## src/hw/rtl/ecp_pkg.sv

```systemverilog
// ----------------------------------------------------------------------------
// ecp_pkg: shared types and helpers for the equality constraint projection
// Item layouts for both channels, the queue entry, default sizes and
// fixed point helpers.
// ----------------------------------------------------------------------------
package ecp_pkg;

    localparam int MAX_DIMS_DEF        = 16;
    localparam int MAX_CONSTRAINTS_DEF = 4;
    localparam int FRAC_BITS_DEF       = 16;
    localparam int QUEUE_DEPTH         = 4;

    // input commands
    localparam logic [1:0] CMD_LOAD_MAT = 2'd0;
    localparam logic [1:0] CMD_LOAD_TGT = 2'd1;
    localparam logic [1:0] CMD_ELEMENT  = 2'd2;

    // configuration register indexes
    localparam logic REG_DIMS = 1'b0;
    localparam logic REG_CONS = 1'b1;

    typedef struct packed {
        logic [1:0]         cmd;
        logic [1:0]         row;
        logic [3:0]         col;
        logic signed [31:0] value;
        logic               last;
    } in_item_t;

    typedef struct packed {
        logic [3:0]         index;
        logic signed [31:0] projected;
        logic               end_of_vector;
        logic               singular;
    } out_item_t;

    typedef enum logic [1:0] {
        K_MAT = 2'd0,
        K_TGT = 2'd1,
        K_VEC = 2'd2
    } kind_t;

    typedef struct packed {
        kind_t              kind;
        logic               wr;
        logic               last;
        logic [1:0]         row;
        logic [3:0]         col;
        logic signed [31:0] value;
    } q_item_t;

    // sign extend to the accumulator width
    function automatic logic signed [63:0] sx64(input logic signed [31:0] v);
        return {{32{v[31]}}, v};
    endfunction

    // clamp a wide value to 32 bits
    function automatic logic signed [31:0] sat32(input logic signed [63:0] v);
        if (v > 64'sd2147483647)
            return 32'sh7FFF_FFFF;
        if (v < -64'sd2147483648)
            return 32'sh8000_0000;
        return v[31:0];
    endfunction

endpackage

```

## src/hw/rtl/ecp_queue.sv

```systemverilog
// ----------------------------------------------------------------------------
// ecp_queue: short queue between front and back
// Register based FIFO of classified items.
// ----------------------------------------------------------------------------
module ecp_queue
    import ecp_pkg::*;
(
    input  logic    clk,
    input  logic    rst_n,
    input  logic    push,
    input  q_item_t push_item,
    output logic    full,
    input  logic    pop,
    output logic    valid,
    output q_item_t head
);

    localparam int PW = $clog2(QUEUE_DEPTH);

    q_item_t       mem_reg [0:QUEUE_DEPTH-1];
    logic [PW:0]   wr_ptr_reg;
    logic [PW:0]   rd_ptr_reg;

    assign valid = (wr_ptr_reg != rd_ptr_reg);
    assign full  = (wr_ptr_reg[PW] != rd_ptr_reg[PW]) &&
                   (wr_ptr_reg[PW-1:0] == rd_ptr_reg[PW-1:0]);
    assign head  = mem_reg[rd_ptr_reg[PW-1:0]];

    // store pushed item
    always_ff @(posedge clk)
    begin
        if (push)
            mem_reg[wr_ptr_reg[PW-1:0]] <= push_item;
    end

    // advance pointers
    always_ff @(posedge clk or negedge rst_n)
    begin
        if (!rst_n)
        begin
            wr_ptr_reg <= '0;
            rd_ptr_reg <= '0;
        end
        else
        begin
            if (push)
                wr_ptr_reg <= wr_ptr_reg + 1'b1;
            if (pop)
                rd_ptr_reg <= rd_ptr_reg + 1'b1;
        end
    end

endmodule

```

## config.mk

```make
export PLATFORM = sky130hd
export DESIGN_NAME = ecp_queue
export DESIGN_NICKNAME = d
export VERILOG_FILES = /design/src/hw/rtl/ecp_pkg.sv /design/src/hw/rtl/ecp_queue.sv
export SDC_FILE = /design/constraint.sdc
export NUM_CORES = 1
export LEC_CHECK = 0
export ABC_AREA = 1
export BUFFER_PORTS_ARGS = -buffer_cell sky130_fd_sc_hd__buf_4
export CELL_PAD_IN_SITES_DETAIL_PLACEMENT = 1
export CELL_PAD_IN_SITES_GLOBAL_PLACEMENT = 1
export CORE_UTILIZATION = 42
export CTS_CLUSTER_DIAMETER = 120
export DETAILED_ROUTE_END_ITERATION = 10
export GPL_ROUTABILITY_DRIVEN = 1
export PLACE_DENSITY_LB_ADDON = 0.1
export SLEW_MARGIN = 40
export SYNTH_ARGS = -nofsm -noshare
export SYNTH_HDL_FRONTEND = slang
export SYNTH_SLANG_ARGS = --single-unit
export TNS_END_PERCENT = 5
```

## constraint.sdc

```tcl
create_clock -name clk -period 1.9 [get_ports clk]
set_clock_uncertainty 0.15 [all_clocks]
set_input_delay 0.19 -clock clk [delete_from_list [all_inputs] [get_ports clk]]
set_output_delay 0.19 -clock clk [all_outputs]
set_load 0.03 [all_outputs]
```

==> summary.md <==
| Metric | Value |
|---|---|
| Outcome | `finished with violations` |
| Failing checks | `setup timing` |
| Cts bufs inserted | `17` |
| Period utilization | `1.100` |
| CTS tree | `yes` |
| Drt drc | `0` |
| Max rail drop VDD | `0.7766 mV` |
| Commonest non-fill, non-tap cell in the layout | `nand2_1` |
| Place WS | `185.1 ps` |
| Tot Pwr | `16.15 mW` |
| Initial Util | `0.4314` |
| CP max-delay cell | `dfrtp_4` |
| #FFs+latches synth | `174` |
| Max Slew Vio Count | `0` |
| Worst rel slew slack | `0.7934` |
| Synthesized area | `0.007179 mm^2` |
| Root Buffer | `clkbuf_16` |
| Crit path launch type | `register` |
| RSZ-0062 raised after global routing | `true` |
| Worst path top cell family by delay | `flip-flops` |
| Commonest non-fill, non-tap cells in the layout | `262 x nand2_1, 168 x edfxtp_1, 71 x buf_4` |
| Mean Syn Cell Area | `11.56 um^2` |
| Vias/cell | `4.807` |
| Ys Warns | `0` |
| Max cap viols | `0` |
| CP bufs+invs | `3` |
| Total negative setup slack | `-6941 ps` |
| IO Port Bufs | `89` |
| Buffer depth of the longest clock path | `2` |
| I/O pin cnt | `90` |
| Slowest Stage Delay on Critical Path | `560 ps` |
| DR vias | `4821` |
| Total GRT Usage | `0.2056` |
| H-tree depth | `4` |
| Sequential area share after synthesis | `0.7236` |
| Final worst setup slack | `-190.8 ps` |
| Final setup viols | `44` |
| Pwr Density | `1691 mW/mm^2` |
| Antenna-violating nets left | `0` |
| Core Area | `0.01664 mm^2` |
| Placer congestion estimate | `0.7235` |
| Largest net degree at the start of global routing | `43` |
| Worst-skew pair later-pin latency | `420 ps` |
| Cell variety after synth | `18` |
| Hold_ws | `354.2 ps` |
| Max reg flops | `168` |
| Chip height | `132.7 um` |
| Area grow syn2layout | `33.03%` |
| Nets | `821` |
| Crit path arrival time | `1750 ps` |
| Worst-path clk slew | `70 ps` |
| P_leak | `4.041 nW` |
| FP Rows | `47` |
| Grt ovf | `0` |
| Worst Setup End Kind | `output port` |
| Least-Margin Pin Slew | `308.8 ps` |
| Die Width | `132.7 um` |
| Final min period | `2091 ps` |
| WL/cell | `17.15 um` |
| Critical path cell sequence | `buf_4 -> clkbuf_16 -> nand2_1 -> nand2_1 -> nand2_1 -> nand2_1 -> buf_4` |
| Syn Nets | `672` |
| Finished Core Util | `0.5739` |
| ANT cells | `0` |
| Drt pass-1 iters | `4` |
| Share of cells above drive strength 1 | `0.2235` |
| WP data required | `1560 ps` |
| Area after DPL | `0.008180 mm^2` |
| Top cell by count, worst path | `nand2_1` |
| Mapped Cells | `621` |
| Cell count after placement | `920` |
| Critical path fanouts, max | `15` |
| Finished Layout Cells | `1003` |
| F_max | `0.4783 GHz` |
| Post-Layout Inst Area | `0.009550 mm^2` |
| First-pass GRT wire length | `27.01 mm` |
| DP Wirelength | `9.969 mm` |
| CTS Sinks | `174` |
| Antenna violations before repair | `0` |
| Die ar. | `0.01762 mm^2` |
| Vias in the first global route | `5256` |
| Setup CP Type | `register to output port` |
| DR iter-0 viols | `221` |
| Hold/Removal Path Class | `input pin to register` |
| Final hold vios | `0` |
| Final WL | `17.20 mm` |
[what timing repair did]
action | CTS | global route
resized for setup | 43 | 15
hold endpoints to repair | 180 | 0
endpoints found under the setup margin | 44 | 44
hold buffers | 46 | 0
cloned | 1 | 2
pin swaps | 6 | 6
setup buffers | 0 | 2
[cells in the mapped netlist]
cell | count | share of area
clkbuf_1 | 6 | 0.0031
ha_1 | 5 | 0.0087
buf_6 | 5 | 0.0078
nand2_1 | 269 | 0.14
nor2_1 | 1 | 0.00052
or2_2 | 10 | 0.0087
nand3_1 | 43 | 0.030
inv_1 | 51 | 0.027
o21ai_0 | 2 | 0.0014
inv_2 | 2 | 0.0010
xor2_1 | 4 | 0.0049
dfrtp_1 | 6 | 0.021
edfxtp_1 | 168 | 0.70
buf_2 | 10 | 0.0070
buf_8 | 1 | 0.0021
clkbuf_2 | 1 | 0.00070
buf_4 | 5 | 0.0052
or2_1 | 32 | 0.028
[report_power, final]
group          internal (mW)  total [mW]  switching, mW  leakage [nW]
logic                   2.79        7.32           4.53          2.14
registers               5.03        5.28          0.246          1.61
clock network           2.17        3.56           1.39         0.290
total                   9.99        16.2           6.16          4.04
[per-layer routing]
layer,GRT usage,vias up,part of all wire
li1,-,2320,-
met1,0.2368,2392,0.42
met2,0.3772,96,0.54
met3,0.04636,13,0.030
met4,0.06577,0,0.010
met5,0,-,0
[cells by family after synthesis]
kind of cell               Yosys count  share of synthesized area
adders and majority gates            5                   0.008714
xor gates and xnor gates             4                   0.004879
AOI/OAI and AO/OA                    2                   0.001394
DFF                                174                     0.7236
buffers and inverters               81                    0.05368
and+or+nand+nor                    355                     0.2077
[area by class of cell]
cell class	count	area (um^2)
Fill cell	1709	7092
Sequential cell	174	5200
Multi-Input combinational cell	366	1674
Timing Repair Buffer	158	1590
Clock buffer	18	429.2
Tap cell	220	275.3
Inverter	53	207.7
Clock inverter	14	173.9
[worst paths after layout]
path | from | slack [ps] | to | cells after the start
max | rd_ptr_reg[0] | -190 | head[16] | 7
min reg2reg | rd_ptr_reg[2] | 410 | rd_ptr_reg[2] | 2
max in group asynchronous | rst_n | 740 | rd_ptr_reg[0] | 3
min | push_item[19] | 350 | mem_reg[0][19] | 2
max reg2reg | wr_ptr_reg[0] | 270 | mem_reg[2][18] | 5
min in group asynchronous | rst_n | 600 | wr_ptr_reg[2] | 3
Power figures use the tool's default switching activity.
